$ cat src/hw/rtl/sbfe_pkg.sv
// Shared types and constants of the SBUS frame encoder.
`timescale 1ns / 1ps
`default_nettype none
package sbfe_pkg;

   localparam int unsigned PulseWidth     = 16;
   localparam int unsigned RawWidth       = 11;
   localparam int unsigned ByteWidth      = 8;
   localparam int unsigned BytesPerEntry  = 4;
   localparam int unsigned EntryCntWidth  = 3;
   localparam int unsigned ChanWidth      = 4;
   localparam int unsigned PendWidth      = 7;
   localparam int unsigned PendCntWidth   = 3;
   localparam int unsigned CsrIndexWidth  = 8;
   localparam int unsigned CsrDataWidth   = 16;
   localparam int unsigned QueueDepth     = 2;
   localparam int unsigned ScaledWidth    = 29;

   // register indexes on the csr port
   localparam logic [CsrIndexWidth-1:0] CsrPulseMin  = 8'd0;
   localparam logic [CsrIndexWidth-1:0] CsrPulseMax  = 8'd1;
   localparam logic [CsrIndexWidth-1:0] CsrFrameLost = 8'd2;
   localparam logic [CsrIndexWidth-1:0] CsrFailsafe  = 8'd3;

   localparam logic [PulseWidth-1:0] PulseMinReset = 16'd988;
   localparam logic [PulseWidth-1:0] PulseMaxReset = 16'd2012;

   localparam logic [ByteWidth-1:0] HeaderByte    = 8'h0F;
   localparam logic [ByteWidth-1:0] FooterByte    = 8'h00;
   localparam logic [ByteWidth-1:0] FlagFrameLost = 8'h04;
   localparam logic [ByteWidth-1:0] FlagFailsafe  = 8'h08;

   localparam logic [ChanWidth-1:0] FirstChannel = 4'd0;
   localparam logic [ChanWidth-1:0] LastChannel  = 4'd15;

   // scaling: ((u - 988) * 1639 + 512) / 1024 + 172, clamped to 172..1811
   localparam logic signed [ScaledWidth-1:0] ScaleCenter = 29'sd988;
   localparam logic signed [ScaledWidth-1:0] ScaleMul    = 29'sd1639;
   localparam logic signed [ScaledWidth-1:0] RoundBias   = 29'sd512;
   localparam logic signed [ScaledWidth-1:0] TruncBias   = 29'sd1023;
   localparam int unsigned                   ScaleShift  = 10;
   localparam logic signed [19:0]            RawMin      = 20'sd172;
   localparam logic signed [19:0]            RawMax      = 20'sd1811;

   // pending count at which one channel completes two data bytes
   localparam logic [PendCntWidth-1:0] TwoByteCount = 3'd5;

   typedef struct packed {
      logic [BytesPerEntry-1:0][ByteWidth-1:0] bytes;
      logic [EntryCntWidth-1:0]                count;       // 1..4 bytes
      logic                                    has_footer;  // last byte ends the frame
   } entry_type;

endpackage
`default_nettype wire

$ cat src/hw/rtl/sbfe_front.sv
// Front end: registers, pulse clamp and scale pipeline, bit packer.
`timescale 1ns / 1ps
`default_nettype none
module sbfe_front (
   input  wire logic                                 clock,
   input  wire logic                                 reset,
   input  wire logic                                 csr_valid,
   output logic                                      csr_ready,
   input  wire logic [sbfe_pkg::CsrIndexWidth-1:0]   csr_index,
   input  wire logic [sbfe_pkg::CsrDataWidth-1:0]    csr_data,
   input  wire logic                                 req_push,
   input  wire logic [sbfe_pkg::PulseWidth-1:0]      req_pulse_us,
   output logic                                      req_full,
   output logic                                      push_valid,
   output sbfe_pkg::entry_type                       push_entry,
   input  wire logic                                 q_full
);

   logic [sbfe_pkg::PulseWidth-1:0] pulse_min_ff;
   logic [sbfe_pkg::PulseWidth-1:0] pulse_max_ff;
   logic                            frame_lost_ff;
   logic                            failsafe_ff;

   assign csr_ready = 1'b1;

   always_ff @(posedge clock) begin
      if (reset) begin
         pulse_min_ff  <= sbfe_pkg::PulseMinReset;
         pulse_max_ff  <= sbfe_pkg::PulseMaxReset;
         frame_lost_ff <= 1'b0;
         failsafe_ff   <= 1'b0;
      end else if (csr_valid) begin
         case (csr_index)
            sbfe_pkg::CsrPulseMin:  pulse_min_ff  <= csr_data;
            sbfe_pkg::CsrPulseMax:  pulse_max_ff  <= csr_data;
            sbfe_pkg::CsrFrameLost: frame_lost_ff <= csr_data[0];
            sbfe_pkg::CsrFailsafe:  failsafe_ff   <= csr_data[0];
            default: ;
         endcase
      end
   end

   // pipeline control
   logic s1_valid_ff, s1_valid_in;
   logic s2_valid_ff, s2_valid_in;
   logic s1_go, s2_go, accept;

   assign s2_go    = !q_full;
   assign s1_go    = !s2_valid_ff || s2_go;
   assign req_full = s1_valid_ff && !s1_go;
   assign accept   = req_push && !req_full;

   assign s1_valid_in = accept || (s1_valid_ff && !s1_go);
   assign s2_valid_in = (s1_valid_ff && s1_go) || (s2_valid_ff && !s2_go);

   always_ff @(posedge clock) begin
      if (reset) begin
         s1_valid_ff <= 1'b0;
         s2_valid_ff <= 1'b0;
      end else begin
         s1_valid_ff <= s1_valid_in;
         s2_valid_ff <= s2_valid_in;
      end
   end

   // stage 1: clamp (max wins on crossed limits), offset and multiply
   logic [sbfe_pkg::PulseWidth-1:0]         pulse_ff;
   logic [sbfe_pkg::PulseWidth-1:0]         lo_clamped, clamped;
   logic signed [sbfe_pkg::ScaledWidth-1:0] diff;
   logic signed [sbfe_pkg::ScaledWidth-1:0] scaled_in, scaled_ff;

   always_ff @(posedge clock) begin
      if (accept) begin
         pulse_ff <= req_pulse_us;
      end
      if (s1_valid_ff && s1_go) begin
         scaled_ff <= scaled_in;
      end
   end

   always_comb begin
      lo_clamped = (pulse_ff < pulse_min_ff) ? pulse_min_ff : pulse_ff;
      clamped    = (lo_clamped > pulse_max_ff) ? pulse_max_ff : lo_clamped;
      diff       = $signed({13'd0, clamped}) - sbfe_pkg::ScaleCenter;
      scaled_in  = diff * sbfe_pkg::ScaleMul + sbfe_pkg::RoundBias;
   end

   // stage 2: divide by 1024 toward zero, offset, clamp, pack
   logic signed [sbfe_pkg::ScaledWidth-1:0] adj;
   logic signed [19:0]                      quot, raw_s;
   logic [sbfe_pkg::RawWidth-1:0]           raw;

   always_comb begin
      adj   = scaled_ff + (scaled_ff[sbfe_pkg::ScaledWidth-1] ? sbfe_pkg::TruncBias
                                                               : '0);
      quot  = 20'(adj >>> sbfe_pkg::ScaleShift);
      raw_s = quot + sbfe_pkg::RawMin;
      if (raw_s < sbfe_pkg::RawMin) begin
         raw_s = sbfe_pkg::RawMin;
      end else if (raw_s > sbfe_pkg::RawMax) begin
         raw_s = sbfe_pkg::RawMax;
      end
      raw = raw_s[sbfe_pkg::RawWidth-1:0];
   end

   logic [sbfe_pkg::ChanWidth-1:0]    chan_ff;
   logic [sbfe_pkg::PendWidth-1:0]    pend_bits_ff, pend_bits_in, start_bits;
   logic [sbfe_pkg::PendCntWidth-1:0] pend_cnt_ff, pend_cnt_in, start_cnt;
   logic [17:0]                       acc;
   logic                              two, first, last;
   logic [sbfe_pkg::ByteWidth-1:0]    flags;

   always_comb begin
      first      = (chan_ff == sbfe_pkg::FirstChannel);
      last       = (chan_ff == sbfe_pkg::LastChannel);
      start_bits = first ? '0 : pend_bits_ff;
      start_cnt  = first ? '0 : pend_cnt_ff;
      acc        = {11'd0, start_bits} | ({7'd0, raw} << start_cnt);
      two        = (start_cnt >= sbfe_pkg::TwoByteCount);
      flags      = (frame_lost_ff ? sbfe_pkg::FlagFrameLost : '0)
                 | (failsafe_ff ? sbfe_pkg::FlagFailsafe : '0);

      push_entry.bytes      = {sbfe_pkg::FooterByte, flags, acc[15:8], acc[7:0]};
      push_entry.count      = two ? 3'd2 : 3'd1;
      push_entry.has_footer = last;
      if (first) begin
         push_entry.bytes[0] = sbfe_pkg::HeaderByte;
         push_entry.bytes[1] = acc[7:0];
         push_entry.count    = 3'd2;
      end
      if (last) begin
         if (!two) begin
            push_entry.bytes[1] = flags;
            push_entry.bytes[2] = sbfe_pkg::FooterByte;
         end
         push_entry.count = push_entry.count + 3'd2;
      end

      pend_bits_in = two ? {5'd0, acc[17:16]} : acc[14:8];
      pend_cnt_in  = two ? start_cnt - sbfe_pkg::TwoByteCount : start_cnt + 3'd3;
      if (last) begin
         pend_bits_in = '0;
         pend_cnt_in  = '0;
      end
   end

   assign push_valid = s2_valid_ff && s2_go;

   always_ff @(posedge clock) begin
      if (reset) begin
         chan_ff      <= '0;
         pend_bits_ff <= '0;
         pend_cnt_ff  <= '0;
      end else if (push_valid) begin
         chan_ff      <= chan_ff + 4'd1;
         pend_bits_ff <= pend_bits_in;
         pend_cnt_ff  <= pend_cnt_in;
      end
   end

endmodule
`default_nettype wire

$ cat src/hw/rtl/sbfe_queue.sv
// Short entry queue between packer and byte serializer.
`timescale 1ns / 1ps
`default_nettype none
module sbfe_queue #(
   parameter int unsigned Depth = sbfe_pkg::QueueDepth
) (
   input  wire logic                 clock,
   input  wire logic                 reset,
   input  wire logic                 push_valid,
   input  sbfe_pkg::entry_type       push_entry,
   output logic                      full,
   input  wire logic                 pop,
   output logic                      head_valid,
   output sbfe_pkg::entry_type       head_entry
);

   localparam int unsigned PtrWidth = (Depth > 1) ? $clog2(Depth) : 1;
   localparam int unsigned CntWidth = $clog2(Depth + 1);
   localparam logic [PtrWidth-1:0] LastPtr = PtrWidth'(Depth - 1);

   sbfe_pkg::entry_type mem [Depth];

   logic [PtrWidth-1:0] wr_ptr_ff, rd_ptr_ff;
   logic [CntWidth-1:0] count_ff;
   logic                do_pop;

   assign full       = (count_ff == CntWidth'(Depth));
   assign head_valid = (count_ff != '0);
   assign head_entry = mem[rd_ptr_ff];
   assign do_pop     = pop && head_valid;

   always_ff @(posedge clock) begin
      if (push_valid) begin
         mem[wr_ptr_ff] <= push_entry;
      end
   end

   always_ff @(posedge clock) begin
      if (reset) begin
         wr_ptr_ff <= '0;
         rd_ptr_ff <= '0;
         count_ff  <= '0;
      end else begin
         if (push_valid) begin
            wr_ptr_ff <= (wr_ptr_ff == LastPtr) ? '0 : wr_ptr_ff + 1'b1;
         end
         if (do_pop) begin
            rd_ptr_ff <= (rd_ptr_ff == LastPtr) ? '0 : rd_ptr_ff + 1'b1;
         end
         if (push_valid && !do_pop) begin
            count_ff <= count_ff + 1'b1;
         end else if (do_pop && !push_valid) begin
            count_ff <= count_ff - 1'b1;
         end
      end
   end

endmodule
`default_nettype wire

$ cat src/hw/rtl/sbfe_back.sv
// Back end: one queue byte per cycle into the result register while it is free.
`timescale 1ns / 1ps
`default_nettype none
module sbfe_back (
   input  wire logic                              clock,
   input  wire logic                              reset,
   input  wire logic                              head_valid,
   input  sbfe_pkg::entry_type                    head_entry,
   output logic                                   pop,
   output logic                                   rsp_empty,
   input  wire logic                              rsp_pop,
   output logic [sbfe_pkg::ByteWidth-1:0]         rsp_out_byte,
   output logic                                   rsp_frame_end
);

   logic                           out_valid_ff;
   logic [sbfe_pkg::ByteWidth-1:0] out_byte_ff;
   logic                           frame_end_ff;
   logic [1:0]                     pos_ff;
   logic                           out_free, load, last_byte;

   assign out_free  = !out_valid_ff || rsp_pop;
   assign load      = out_free && head_valid;
   assign last_byte = ({1'b0, pos_ff} == head_entry.count - 3'd1);
   assign pop       = load && last_byte;

   always_ff @(posedge clock) begin
      if (reset) begin
         out_valid_ff <= 1'b0;
         pos_ff       <= '0;
      end else begin
         if (out_free) begin
            out_valid_ff <= head_valid;
         end
         if (load) begin
            pos_ff <= last_byte ? '0 : pos_ff + 2'd1;
         end
      end
   end

   always_ff @(posedge clock) begin
      if (load) begin
         out_byte_ff  <= head_entry.bytes[pos_ff];
         frame_end_ff <= head_entry.has_footer && last_byte;
      end
   end

   assign rsp_empty     = !out_valid_ff;
   assign rsp_out_byte  = out_byte_ff;
   assign rsp_frame_end = frame_end_ff;

endmodule
`default_nettype wire

$ cat src/hw/rtl/sbus_frame_encoder_top.sv
// Top level of the 16-channel SBUS frame encoder.
`timescale 1ns / 1ps
`default_nettype none
// Takes one pulse width (us) per transfer, channels 0..15 in order, and returns
// the 25-byte SBUS frame one byte per transfer, frame_end marking the footer.
// A new pulse can be taken every cycle while full is low; the front end
// (clamp/multiply stage, then scale/pack stage) feeds a small entry queue, and
// the back end drains one byte per cycle while the result is being popped.
// Channel 0 yields two bytes (header plus data), channel 15 four (data, data,
// flags, footer), the others one or two, so the sustained rate is set by the
// single byte-per-cycle output register. The user must write registers via the
// csr port (always ready) only while the block is idle; the block does not
// enforce this. Frame flags are taken when channel 15 is packed.
module sbus_frame_encoder_top #(
   parameter int unsigned QueueDepth = sbfe_pkg::QueueDepth
) (
   input  wire logic                                clock,
   input  wire logic                                reset,
   input  wire logic                                csr_valid,
   output logic                                     csr_ready,
   input  wire logic [sbfe_pkg::CsrIndexWidth-1:0]  csr_index,
   input  wire logic [sbfe_pkg::CsrDataWidth-1:0]   csr_data,
   input  wire logic                                req_push,
   input  wire logic [sbfe_pkg::PulseWidth-1:0]     req_pulse_us,
   output logic                                     full,
   output logic                                     empty,
   input  wire logic                                pop,
   output logic [sbfe_pkg::ByteWidth-1:0]           rsp_out_byte,
   output logic                                     rsp_frame_end
);

   logic                push_valid, q_full, head_valid, q_pop;
   sbfe_pkg::entry_type push_entry, head_entry;

   sbfe_front u_front (
      .clock        (clock),
      .reset        (reset),
      .csr_valid    (csr_valid),
      .csr_ready    (csr_ready),
      .csr_index    (csr_index),
      .csr_data     (csr_data),
      .req_push     (req_push),
      .req_pulse_us (req_pulse_us),
      .req_full     (full),
      .push_valid   (push_valid),
      .push_entry   (push_entry),
      .q_full       (q_full)
   );

   sbfe_queue #(
      .Depth (QueueDepth)
   ) u_queue (
      .clock      (clock),
      .reset      (reset),
      .push_valid (push_valid),
      .push_entry (push_entry),
      .full       (q_full),
      .pop        (q_pop),
      .head_valid (head_valid),
      .head_entry (head_entry)
   );

   sbfe_back u_back (
      .clock         (clock),
      .reset         (reset),
      .head_valid    (head_valid),
      .head_entry    (head_entry),
      .pop           (q_pop),
      .rsp_empty     (empty),
      .rsp_pop       (pop),
      .rsp_out_byte  (rsp_out_byte),
      .rsp_frame_end (rsp_frame_end)
   );

endmodule
`default_nettype wire
$ cat config.mk
export PLATFORM = sky130hd
export DESIGN_NAME = sbus_frame_encoder_top
export DESIGN_NICKNAME = d
export VERILOG_FILES = /design/src/hw/rtl/sbfe_pkg.sv /design/src/hw/rtl/sbfe_front.sv /design/src/hw/rtl/sbfe_queue.sv /design/src/hw/rtl/sbfe_back.sv /design/src/hw/rtl/sbus_frame_encoder_top.sv
export SDC_FILE = /design/constraint.sdc
export NUM_CORES = 1
export LEC_CHECK = 0
export ABC_AREA = 1
export BUFFER_PORTS_ARGS = -buffer_cell sky130_fd_sc_hd__buf_2
export CAP_MARGIN = 40
export CORE_MARGIN = 5
export CORE_UTILIZATION = 40
export CTS_BUF_LIST = sky130_fd_sc_hd__clkbuf_8 sky130_fd_sc_hd__clkbuf_16
export CTS_CLUSTER_SIZE = 28
export DETAILED_ROUTE_END_ITERATION = 10
export HOLD_SLACK_MARGIN = 0.02
export REMOVE_ABC_BUFFERS = 1
export SYNTH_ARGS = -nofsm -noshare
export SYNTH_HDL_FRONTEND = slang
export SYNTH_SLANG_ARGS = --single-unit
$ cat constraint.sdc
create_clock -name clock -period 10.5 [get_ports clock]
set_input_delay 2.1 -clock clock [delete_from_list [all_inputs] [get_ports clock]]
set_output_delay 2.1 -clock clock [all_outputs]
set_load 0.005 [all_outputs]
## Word level (Yosys, flattened, before mapping)

Memory sizes are Yosys's and may differ from the RTL's. A register that Yosys moved wholly into a read port is not among the register bits.
Cells that the tools add are included.

- Register bits: 111
- Bits in latches: 0
- Memory bits (writable): 56
- ROM bits: 0
- Input port bits: 45
- Output and inout port bits: 12
- Word-level logic and storage cells: 108
- Memories kept: 1

Memories:

| memory | words | bits a word | read ports | clocked after memory_dff | write ports | RTL line | text |
|---|---|---|---|---|---|---|---|
| u_queue.mem | 2 | 28 | 1 | 1 | 1 | sbfe_queue.sv:21 | `sbfe_pkg::entry_type mem [Depth];` |

- Add/subtract/negate cells: 14
- Multipliers: 1
- Div/mod/pow operators: 0
- Order comparisons: 6
- Equality and inequality tests: 6
- Shift-type cells: 1
- Muxes and demuxes: 29
- Bitwise operators: 2
- Reductions and logical operators: 30

Operators by type and width:

| kind | number |
|---|---|
| $mux 16 | 4 |
| $add 29x10->29 | 1 |
| $add 29x11->29 const B | 1 |
| $mul 29x12->29 const B | 1 |
| $mux 11 | 2 |
| $mux 7 | 3 |
| $add 19x9->20 const B | 1 |
| $gt 20x12->1 const B | 1 |
| $lt 20x9->1 const B | 1 |
| $mux 19 | 1 |
| $or 7x18->18 | 1 |
| $shl 11x3->18 | 1 |
| $sub 16x10->17 const B | 1 |
| $bmux 8 s2 | 1 |
| $eq 8x2->1 const B | 2 |
| $gt 16x16->1 | 1 |
| $lt 16x16->1 | 1 |
| $mux 3 | 5 |
| $logic_and 1x1->1 | 11 |
| $mux 10 | 1 |
| $eq 8x1->1 const B | 1 |
| $logic_not 8->1 | 1 |
| $mux 2 | 4 |
| $mux 8 | 1 |
| 20 further kinds | 41 |

## Depth between registers and ports, before layout

Gate-level depths: netlist of the first run.

- Word-level depth: 11
- Mapped depth: 61
- Mapped depth without buffers: 59

## Hierarchy

From an unflattened synthesis of the first run, not the netlist that was laid out.

- Cell total of the unflattened synthesis: 1778
- Area, all modules: 15132.0 um^2

Modules (own cells, without submodules):

| module | times used | cells an instance | area an instance (um^2) | sequential area each (um^2) |
|---|---|---|---|---|
| sbfe_front | 1 | 1540 | 11410.9 | 2352.3 |
| sbfe_queue | 1 | 147 | 2982.9 | 2262.2 |
| sbfe_back | 1 | 91 | 738.2 | 330.3 |

## Worst setup path before layout of the first run

Ideal clock, no wire load.

- Kind: register to register
- Start point: register u_front.pulse_ff[1] (netlist name)
- End point: register u_front.scaled_ff[28] (netlist name) (data pin)
- Setup time: 0.260 ns
- Arrival time: 8.829 ns
- Required time: 10.240 ns
- Path slack: 1.411 ns
- Cell stages (with the launch flop): 60
- Path buffers: 2
- Path through: edfxtp_1 ha_1 a21oi_1 o21ai_1 a21oi_1 nor2_1 nor2_1 o21ai_1 nand3_2 nand2_2 buf_2 nand2_1 o21ai_0 ha_1 inv_1 o21bai_1 a31oi_1 o221ai_1 (+24 left out) inv_1 ha_1 nand2_1 o21ai_0 nand2_1 nand2_1 nand2_1 nand2_1 nand3_1 nand2_1 a21oi_1 o21ai_0 a31oi_1 o21ai_0 nand2_1 nor2_1 nor2_1 xor2_1

- Word-level cells in the longest chain between the ends: 7

RTL lines:

| item | RTL line | text |
|---|---|---|
| start, declared | sbfe_front.sv:67 | `logic [sbfe_pkg::PulseWidth-1:0] pulse_ff;` |
| start signal, assigned | sbfe_front.sv:74 | `pulse_ff <= req_pulse_us;` |
| $lt 16x16->1 | sbfe_front.sv:82 | `lo_clamped = (pulse_ff < pulse_min_ff) ? pulse_min_ff : pulse_ff;` |
| $mux 16 * | sbfe_front.sv:82 |  |
| $gt 16x16->1 | sbfe_front.sv:83 | `clamped = (lo_clamped > pulse_max_ff) ? pulse_max_ff : lo_clamped;` |
| $mux 16 * | sbfe_front.sv:83 |  |
| $sub 16x10->17 * | sbfe_front.sv:84 | `diff = $signed({13'd0, clamped}) - sbfe_pkg::ScaleCenter;` |
| $mul 29x12->29 * | sbfe_front.sv:85 | `scaled_in = diff * sbfe_pkg::ScaleMul + sbfe_pkg::RoundBias;` |
| $add 29x11->29 * | sbfe_front.sv:85 |  |
| via u_front.scaled_in (one bit) | sbfe_front.sv:70 | `logic signed [sbfe_pkg::ScaledWidth-1:0] scaled_in, scaled_ff;` |
| end signal, assigned | sbfe_front.sv:77 | `scaled_ff <= scaled_in;` |
| end, declared | sbfe_front.sv:70 |  |

Mark *: on every way through the listed nets, which the timed path passes. The rest lies on a longest branch.
A chain may end at the register's enable or synchronous reset.

## Worst setup path after layout of the first run

- Start point: register u_front.pulse_ff[11] (netlist name)
- End point: register u_front.scaled_ff[27] (netlist name) (data pin)

Same word-level chain as after synthesis.

==> impl_metrics.csv, run 1 <==
group,metric,value,unit
run_status,status,"finished clean",
floorplanning,design.core.area,33400,µm²
detailed_routing,firstDrtPassIters,5,
detailed_routing,drc,0,
worst_setup_path,crit_path_frequent_cell,"nand2_1",
hold_path,worstHoldPathType,"flip-flop to flip-flop",
synth,synth_warnings,0,
worst_setup_path,crit_start,"u_front.pulse_ff[11]",
sta,finalSetupViolCount,0,
layout,mostFrequentLayoutCells,"420 x nand2_1, 316 x inv_1, 141 x nand3_1",
worst_setup_path,worstSetupStartpointType,"flip-flop",
placement,place_congestion,0.896,
worst_setup_path,path_buf_inv,5,
detailed_routing,routedWlPerCell,13.3,µm
clocking,clkSlewWorstSetupHoldPaths,70,ps
synth,synth_seq_cells,156,
clocking,postCtsHoldBufs,0,
detailed_routing,wl,30500,µm
floorplanning,start_util,40.5,%
global_route,grt_overflow,0,
clocking,cts_root_buf,"clkbuf_16",
worst_setup_path,crit_end,"u_front.scaled_ff[27]",
placement,io_buffers,55,
layout,drive_gt1_share,8.57,%
detailed_routing,viasPerCell,4.87,
worst_setup_path,path_class,"flip-flop to flip-flop",
worst_setup_path,worst_r2r_startpoint,"u_front.pulse_ff[11]",
sta,rsz0062_at_grt,"false",
synth,seq_area_frac_synth,30.3,%
floorplanning,num_rows,67,
synth,syn_area,13500,µm²
detailed_routing,vias,11200,
synth,syn_inst,1773,
sta,hold_viol,0,
worst_setup_path,critPathMaxFanout,17,
floorplanning,die_w,194,µm
global_route,grt_max_degree,40,
hold_path,worstHoldStart,"u_front.pend_cnt_ff[0]",
layout,layout_commonest_cell,"nand2_1",
worst_setup_path,worstPathArrival,9790,ps
worst_setup_path,worstPathRequired,10760,ps
worst_setup_path,ff2ff_path_depth,50,
synth,ys_types,53,
clocking,cts_made_buffers,17,
layout,nNetsFinal,2076,
layout,antennaDiodeCount,0,
synth,post_synth.cell_area_avg,7.64,µm²
detailed_routing,antenna_left,0,
global_route,grt_usage,16.3,%
worst_setup_path,regToRegEndpoint,"u_front.scaled_ff[27]",
clocking,worstSkewPairLatency,440,ps
layout,area_growth_syn_to_layout,11.5,%
placement,dp_hpwl,24600,µm
worst_setup_path,path_depth,50,
floorplanning,die_area,37600,µm²
floorplanning,die_h,194,µm
sta,fmax,105,MHz
clocking,ctsHtreeMaxLevel,4,
sta,finalMaxSlewViolations,0,
sta,period_share,90.7,%
sta,worstMarginPinSlew,825,ps
worst_setup_path,ff2ff_setup_slack,970,ps
global_route,grt_pass1_wl,51900,µm
worst_setup_path,crit_path_max_incr_delay,540,ps
worst_setup_path,cp_slowest_cell,"fa_1",
sta,clock_skew,16.1,ps
detailed_routing,drt-initial-drc-count,553,
sta,maxSlewHeadroom,44.8,%
flow_run,drv_cap,0,
sta,tns,0,ps
global_route,antenna_found_initial,0,
clocking,cts_tree,"yes",
clocking,clock-sinks,156,
sta,period_needed,9530,ps
worst_setup_path,worstSetupEndpointType,"flip-flop",
clocking,cts_buffer_depth,2,
floorplanning,io_pins,57,
worst_setup_path,crit_family,"adder cells",
global_route,grt_pass1_vias,11100,
[cell usage after synthesis (all sizes together)]
cell type	count	area (µm²)
dfxtp	58	1160
a211o	1	8.76
nor3	13	81.3
o21bai	3	22.5
o221ai	1	8.76
a31o	1	8.76
conb	1	3.75
nand3b	9	67.6
nand3	147	766
mux2i	3	30.0
a21o	6	45.0
mux2	1	11.3
buf	13	76.3
or2	6	37.5
a31oi	7	43.8
nand4	17	106
o22ai	2	12.5
edfxtp	98	2940
and2	3	18.8
and3b	1	8.76
inv	324	1220
nor2	123	487
nor3b	2	15.0
clkinv	1	3.75
xor2	40	350
fa	60	1200
xnor2	15	131
o211ai	16	120
o31ai	2	15.0
o21ai	98	494
a21boi	4	30.0
a21oi	94	470
ha	140	1750
o2111ai	1	8.76
clkbuf	23	86.3
nand2	435	1680
o21a	3	22.5
nor4	1	6.26
[flip-flops by register name (all words and copies together) (netlist names), 2 cells and up, named ones only]
name	flops
u_queue.mem	44
u_front.pulse_ff	16
u_front.pend_cnt_ff	3
u_front.pend_bits_ff	7
u_front.pulse_max_ff	16
u_front.scaled_ff	29
u_queue.count_ff	2
u_back.rsp_out_byte	8
u_front.chan_ff	4
u_back.pos_ff	2
u_front.pulse_min_ff	16
[cell type report]
cell class / instances / area (µm²)
multi-input cells: 1258 / 8140
fillers: 3353 / 18300
flip-flops and latches: 156 / 4100
clock inverters: 15 / 154
clock buffers: 17 / 425
inverters: 325 / 1220
repair buffers: 73 / 495
well taps: 448 / 561
[tightest hold or removal path: stages, from the launching register on]
cell and delay [ps]:
dfxtp_1 310, nand2_1 60, a21oi_1 60
[worst min path at each step]
stage	end	cells past startpoint
after global routing	u_front.pend_bits_ff[1]	2
after global placement	u_front.pend_cnt_ff[0]	2
after detailed placement	u_front.pend_cnt_ff[0]	2
after floorplan	u_front.pend_bits_ff[2]	2
final	u_front.pend_cnt_ff[0]	2
after CTS	u_front.pend_cnt_ff[0]	2
[repair_timing]
item                                   CTS  global route
resized for setup                        0            14
setup buffers                            0             5
endpoints found under the hold margin    0             0
setup endpoints to repair                0             8
[stage by stage]
stage	instance area (µm²)	instances	util, %	worst slack, ps	hold slack, ps
after global placement	14300	2248	42.7	577	453
after detailed placement	14400	2254	43.0	256	459
final	15100	2292	45.2	972	471
after CTS	15000	2286	44.8	195	468
after floorplan	13400	1738	-	1110	439
after global routing	15100	2292	45.2	15.3	492
[cells by family after synthesis]
logic type	share of synthesized area, %
xor gates and xnor gates	3.56
AOI/OAI and AO/OA	9.68
DFF	30.3
muxes	0.305
adders and majority gates	21.8
other	0.0277
buffers and inverters	10.2
and+or+nand+nor	24.1
[per-layer routing]
| layer | track usage [%] | part of all wire (%) | vias to the layer above |
|---|---|---|---|
| li1 | - | - | 5842 |
| met1 | 21.6 | 48 | 5152 |
| met2 | 28.2 | 49 | 134 |
| met3 | 2.47 | 2.7 | 23 |
| met4 | 3.67 | 1.2 | 0 |
| met5 | 0 | 0 | - |
Power of run 1 is left out: the tool's default activity adds up to more than one toggle a clock period on the data nets, which glitch-free logic cannot reach.
==> run 2: changes to the inputs <==
--- a/config.mk
+++ b/config.mk
@@ -8,12 +8,15 @@
 export ABC_AREA = 1
 export BUFFER_PORTS_ARGS = -buffer_cell sky130_fd_sc_hd__buf_2
 export CAP_MARGIN = 40
+export CELL_PAD_IN_SITES_DETAIL_PLACEMENT = 1
+export CELL_PAD_IN_SITES_GLOBAL_PLACEMENT = 1
 export CORE_MARGIN = 5
 export CORE_UTILIZATION = 40
 export CTS_BUF_LIST = sky130_fd_sc_hd__clkbuf_8 sky130_fd_sc_hd__clkbuf_16
 export CTS_CLUSTER_SIZE = 28
 export DETAILED_ROUTE_END_ITERATION = 10
 export HOLD_SLACK_MARGIN = 0.02
+export PLACE_DENSITY_LB_ADDON = 0.1
 export REMOVE_ABC_BUFFERS = 1
 export SYNTH_ARGS = -nofsm -noshare
 export SYNTH_HDL_FRONTEND = slang
==> run 2 against run 1 <==
  * Routed wire length is 17% higher
  * Die area stayed put
  * Cell count hardly changed
  * Sequential share of layout area hardly changed
  * Clock skew is 3.6 ps higher
  * Count of clock-buffer cells in the layout stayed put
  * Via count is 3.0% higher
  * Critical path depth is 1 higher
  * Utilization is 0.082 points lower
==> impl_metrics.csv, run 2 (synthesis gave the netlist of run 1 again) <==
group,metric,value,unit
detailed_routing,viasPerCell,5.01,
worst_setup_path,critPathMaxFanout,17,
placement,dp_hpwl,29100,µm
floorplanning,start_util,40.5,%
worst_setup_path,worstSetupEndpointType,"flip-flop",
worst_setup_path,crit_path_frequent_cell,"nand2_1",
clocking,clkSlewWorstSetupHoldPaths,80,ps
global_route,grt_overflow,0,
layout,area_growth_syn_to_layout,11.3,%
clocking,clock-sinks,156,
worst_setup_path,worstPathRequired,10690,ps
sta,worstMarginPinSlew,830,ps
floorplanning,num_rows,67,
layout,regArea,4100,µm²
sta,period_needed,9490,ps
flow_run,drv_cap,0,
clocking,cts_root_buf,"clkbuf_16",
detailed_routing,firstDrtPassIters,4,
sta,hold_viol,0,
clocking,postCtsHoldBufs,0,
detailed_routing,drc,0,
detailed_routing,antenna_left,0,
clocking,worstSkewPairLatency,460,ps
worst_setup_path,cp_slowest_cell,"fa_1",
clocking,cts_made_buffers,17,
layout,drive_gt1_share,8.57,%
sta,rsz0062_at_grt,"false",
worst_setup_path,path_class,"flip-flop to flip-flop",
detailed_routing,wl,35700,µm
global_route,antenna_found_initial,0,
sta,tns,0,ps
clocking,cts_tree,"yes",
global_route,grt_max_degree,34,
floorplanning,design.core.area,33400,µm²
sta,fmax,105,MHz
layout,reg.largest.list,"u_queue.mem: 44 flops, u_front.scaled_ff: 29 flops",
sta,finalMaxSlewViolations,0,
worst_setup_path,worstPathArrival,9680,ps
layout,fillers,4186,
worst_setup_path,worstSetupStartpointType,"flip-flop",
detailed_routing,vias,11500,
floorplanning,io_pins,57,
sta,period_share,90.4,%
sta,clock_skew,19.7,ps
hold_path,worstHoldPathType,"flip-flop to flip-flop",
global_route,grt_pass1_vias,12000,
floorplanning,die_w,194,µm
layout,layout_commonest_cell,"nand2_1",
detailed_routing,routedWlPerCell,15.6,µm
placement,place_congestion,0.853,
floorplanning,die_h,194,µm
clocking,cts_buffer_depth,2,
sta,maxSlewHeadroom,44.1,%
layout,antennaDiodeCount,0,
placement,io_buffers,55,
layout,multi_input_area,8140,µm²
floorplanning,die_area,37600,µm²
global_route,grt_usage,18.9,%
layout,mostFrequentLayoutCells,"420 x nand2_1, 317 x inv_1, 141 x nand3_1",
layout,top_register,"u_queue.mem",
sta,finalSetupViolCount,0,
clocking,ctsHtreeMaxLevel,4,
worst_setup_path,crit_path_max_incr_delay,550,ps
detailed_routing,drt-initial-drc-count,344,
run_status,status,"finished clean",
layout,nNetsFinal,2075,
global_route,grt_pass1_wl,59500,µm
layout,largest_reg_flops,44,
[run 2: per-stage QoR]
stage / hold slack, ps / util (%) / std cells / setup WS, ps / area (µm²)
floorplan: 439 / - / 1738 / 1110 / 13400
global placement: 453 / 42.8 / 2253 / 685 / 14300
detailed placement: 460 / 43.0 / 2256 / 198 / 14400
CTS: 472 / 44.8 / 2288 / 102 / 15000
global route: 501 / 45.1 / 2291 / 29.7 / 15100
finish: 473 / 45.1 / 2291 / 1010 / 15100
[run 2: timing repair]
item | 4_1_cts | 5_1_grt
resized for setup | 0 | 13
setup buffers | 0 | 2
setup endpoints to repair | 0 | 8
[run 2: final cells by class]
cell class                 instances  share of cell area, %
tap                              448                   3.72
clock inverter                    15                   1.24
clock buffer                      17                   2.82
multi-input combinational       1258                   54.0
inverter                         325                   8.09
sequential                       156                   27.2
timing repair buffer              72                   2.92
[run 2: worst paths after layout]
path,startpoint,endpoint,slack [ps],cells after the start
max,u_front.pulse_ff[11],u_front.scaled_ff[28],1010,51
min,u_front.pend_bits_ff[2],u_front.pend_bits_ff[2],470,2
max reg2reg,u_front.pulse_ff[11],u_front.scaled_ff[28],1010,51
min reg2reg,u_front.pend_bits_ff[2],u_front.pend_bits_ff[2],470,2
[run 2: worst max-delay path, delay by kind of cell, from the launching register on]
kind            cells  cell delay, ps
fa+ha+maj           9            3170
compound gates     13            2370
simple gates       21            2350
buf+inv             6             510
flops               1             420
xor+xnor            2             370
[run 2: per-layer routing]
| layer | global-route usage (%) | routed length, µm | vias to the layer above |
|---|---|---|---|
| met5 | 0 | 0 | - |
| met4 | 4.19 | 428 | 0 |
| met3 | 2.42 | 612 | 31 |
| met2 | 34.2 | 18300 | 80 |
| met1 | 24.3 | 16300 | 5539 |
| li1 | - | - | 5832 |
Power of run 2 is left out for the same reason.
==> run 3: changes to the inputs <==
--- a/config.mk
+++ b/config.mk
@@ -6,7 +6,6 @@
 export NUM_CORES = 1
 export LEC_CHECK = 0
 export ABC_AREA = 1
-export BUFFER_PORTS_ARGS = -buffer_cell sky130_fd_sc_hd__buf_2
 export CAP_MARGIN = 40
 export CELL_PAD_IN_SITES_DETAIL_PLACEMENT = 1
 export CELL_PAD_IN_SITES_GLOBAL_PLACEMENT = 1
@@ -15,6 +14,7 @@
 export CTS_BUF_LIST = sky130_fd_sc_hd__clkbuf_8 sky130_fd_sc_hd__clkbuf_16
 export CTS_CLUSTER_SIZE = 28
 export DETAILED_ROUTE_END_ITERATION = 10
+export DONT_BUFFER_PORTS = 1
 export HOLD_SLACK_MARGIN = 0.02
 export PLACE_DENSITY_LB_ADDON = 0.1
 export REMOVE_ABC_BUFFERS = 1
==> run 3 against run 2 <==
  * Die area unchanged
  * First-iteration DRC count increased by 16%
  * Critical path type unchanged
  * Count of clock-buffer cells in the layout increased by 1
  * Clock skew increased by 3.1 ps
  * Utilization decreased by 1.1 points
  * Fmax decreased by 1.1%
  * Global-route usage decreased by 0.26 points
  * Cell area decreased by 2.3%
  * Cell count decreased by 2.5%
  * Sequential cell count unchanged
  * Highest routed layer unchanged
  * Register-to-register slack got worse by 110 ps
==> impl_metrics.csv, run 3 (synthesis gave the netlist of run 1 again) <==
group,metric,value,unit
detailed_routing,met3WireLength,504,µm
floorplanning,io_pins,57,
placement,place_area,14100,µm²
sta,finalMaxSlewViolations,0,
sta,setup_slack,903,ps
clocking,cts_made_buffers,17,
sta,tns,0,ps
placement,dp_hpwl,28500,µm
sta,clock_skew,22.8,ps
layout,nNetsFinal,2018,
detailed_routing,drc,0,
layout,area_growth_syn_to_layout,8.71,%
detailed_routing,met1_length,16300,µm
floorplanning,num_rows,67,
global_route,grt_pass1_vias,11500,
clocking,cts_root_buf,"clkbuf_16",
layout,top_register,"u_queue.mem",
detailed_routing,drt-initial-drc-count,399,
run_status,status,"finished clean",
layout,final_area,14700,µm²
global_route,grt_usage,18.7,%
clocking,postCtsHoldBufs,0,
worst_setup_path,critPathMaxFanout,27,
placement,post-place-ws,260,ps
detailed_routing,vias,11200,
sta,hold_viol,0,
sta,period_needed,9600,ps
layout,drive_gt1_share,5.43,%
clocking,clock-sinks,156,
worst_setup_path,cp_slowest_cell,"xor2_1",
floorplanning,die_w,194,µm
hold_path,worstHoldPathType,"flip-flop to flip-flop",
detailed_routing,antenna_left,0,
placement,io_buffers,0,
global_route,grt_max_degree,34,
worst_setup_path,path_class,"flip-flop to flip-flop",
layout,mostFrequentLayoutCells,"420 x nand2_1, 316 x inv_1, 141 x nand3_1",
worst_setup_path,worstPathRequired,10670,ps
floorplanning,die_h,194,µm
detailed_routing,wl,35100,µm
detailed_routing,firstDrtPassIters,4,
sta,fin_hold_ws,468,ps
global_route,antenna_found_initial,0,
clocking,cts_buffer_depth,2,
floorplanning,design.core.area,33400,µm²
layout,antennaDiodeCount,0,
sta,period_share,91.4,%
floorplanning,start_util,40.5,%
global_route,grt_pass1_wl,58400,µm
clocking,clkSlewWorstSetupHoldPaths,70,ps
worst_setup_path,worstSetupStartpointType,"flip-flop",
detailed_routing,top_layer_used,"met4",
placement,place_congestion,0.825,
sta,fmax,104,MHz
clocking,cts_tree,"yes",
layout,largest_reg_flops,44,
worst_setup_path,crit_path_max_incr_delay,610,ps
detailed_routing,viasPerCell,5.03,
sta,rsz0062_at_grt,"false",
worst_setup_path,worstSetupEndpointType,"flip-flop",
worst_setup_path,worstPathArrival,9760,ps
clocking,worstSkewPairLatency,440,ps
flow_run,drv_cap,0,
detailed_routing,routedWlPerCell,15.7,µm
clocking,ctsHtreeMaxLevel,4,
global_route,grt_overflow,0,
sta,worstMarginPinSlew,838,ps
detailed_routing,route.met2.wl,18000,µm
layout,layout_commonest_cell,"nand2_1",
sta,finalSetupViolCount,0,
worst_setup_path,crit_path_frequent_cell,"nand2_1",
floorplanning,die_area,37600,µm²
sta,maxSlewHeadroom,43.6,%
layout,reg.largest.list,"u_queue.mem: 44 flops, u_front.scaled_ff: 29 flops",
-- run 3: cell types whose count changed in the layout (fill, tap and decap cells not counted), moves of 2 or more --
cell	previous run	this run
clkinv_1	1	3
buf_2	56	0
xor2_1	37	39
clkinv_8	5	0
bufinv_16	0	2
o21ai_0	76	74
o21ai_1	20	22
inv_8	4	2
-- run 3: layout make-up --
cell class / instances / area [µm²]
clock buffer: 18 / 439
clock inverter: 14 / 156
fill: 4125 / 18700
inverter: 325 / 1220
multi-input combinational: 1257 / 8100
sequential: 156 / 4100
tap: 448 / 561
timing repair buffer: 16 / 140
-- run 3: path summary, 6_finish.rpt --
check | startpoint | end | slack, ps | cells past startpoint
worst max-delay path | u_front.pulse_ff[3] | u_front.scaled_ff[28] | 900 | 50
worst min register to register | u_front.pend_bits_ff[2] | u_front.pend_bits_ff[2] | 470 | 2
worst max register to register | u_front.pulse_ff[3] | u_front.scaled_ff[28] | 900 | 50
worst min-delay path | u_front.pend_bits_ff[2] | u_front.pend_bits_ff[2] | 470 | 2
-- run 3: layer usage --
metal  track usage [%]  vias to the layer above
met5                 0                        -
met4              3.52                        0
met3              2.47                       21
met2              33.6                       76
met1              24.2                     5418
li1                  -                     5715
-- run 3: timing repair --
item,CTS,global route
buffers inserted,0,2
setup endpoints to repair,0,7
resized for setup,0,12
-- run 3: per-stage QoR --
stage	instances	utilization, %
floorplan	1738	-
global placement	2199	42.0
detailed placement	2200	42.1
CTS	2232	43.9
global route	2234	44.0
finish	2234	44.0
-- run 3: worst max-delay path: cells and delay by family (launching register included) --
family                   cells  cell delay [ps]
flip-flops                   1              400
buffers and inverters        3              350
AND/OR/NAND/NOR             23             2380
AO/OA/AOI/OAI               13             1890
adder cells (fa/ha/maj)      9             3560
XOR/XNOR                     2              760
Power of run 3 is left out for the same reason.
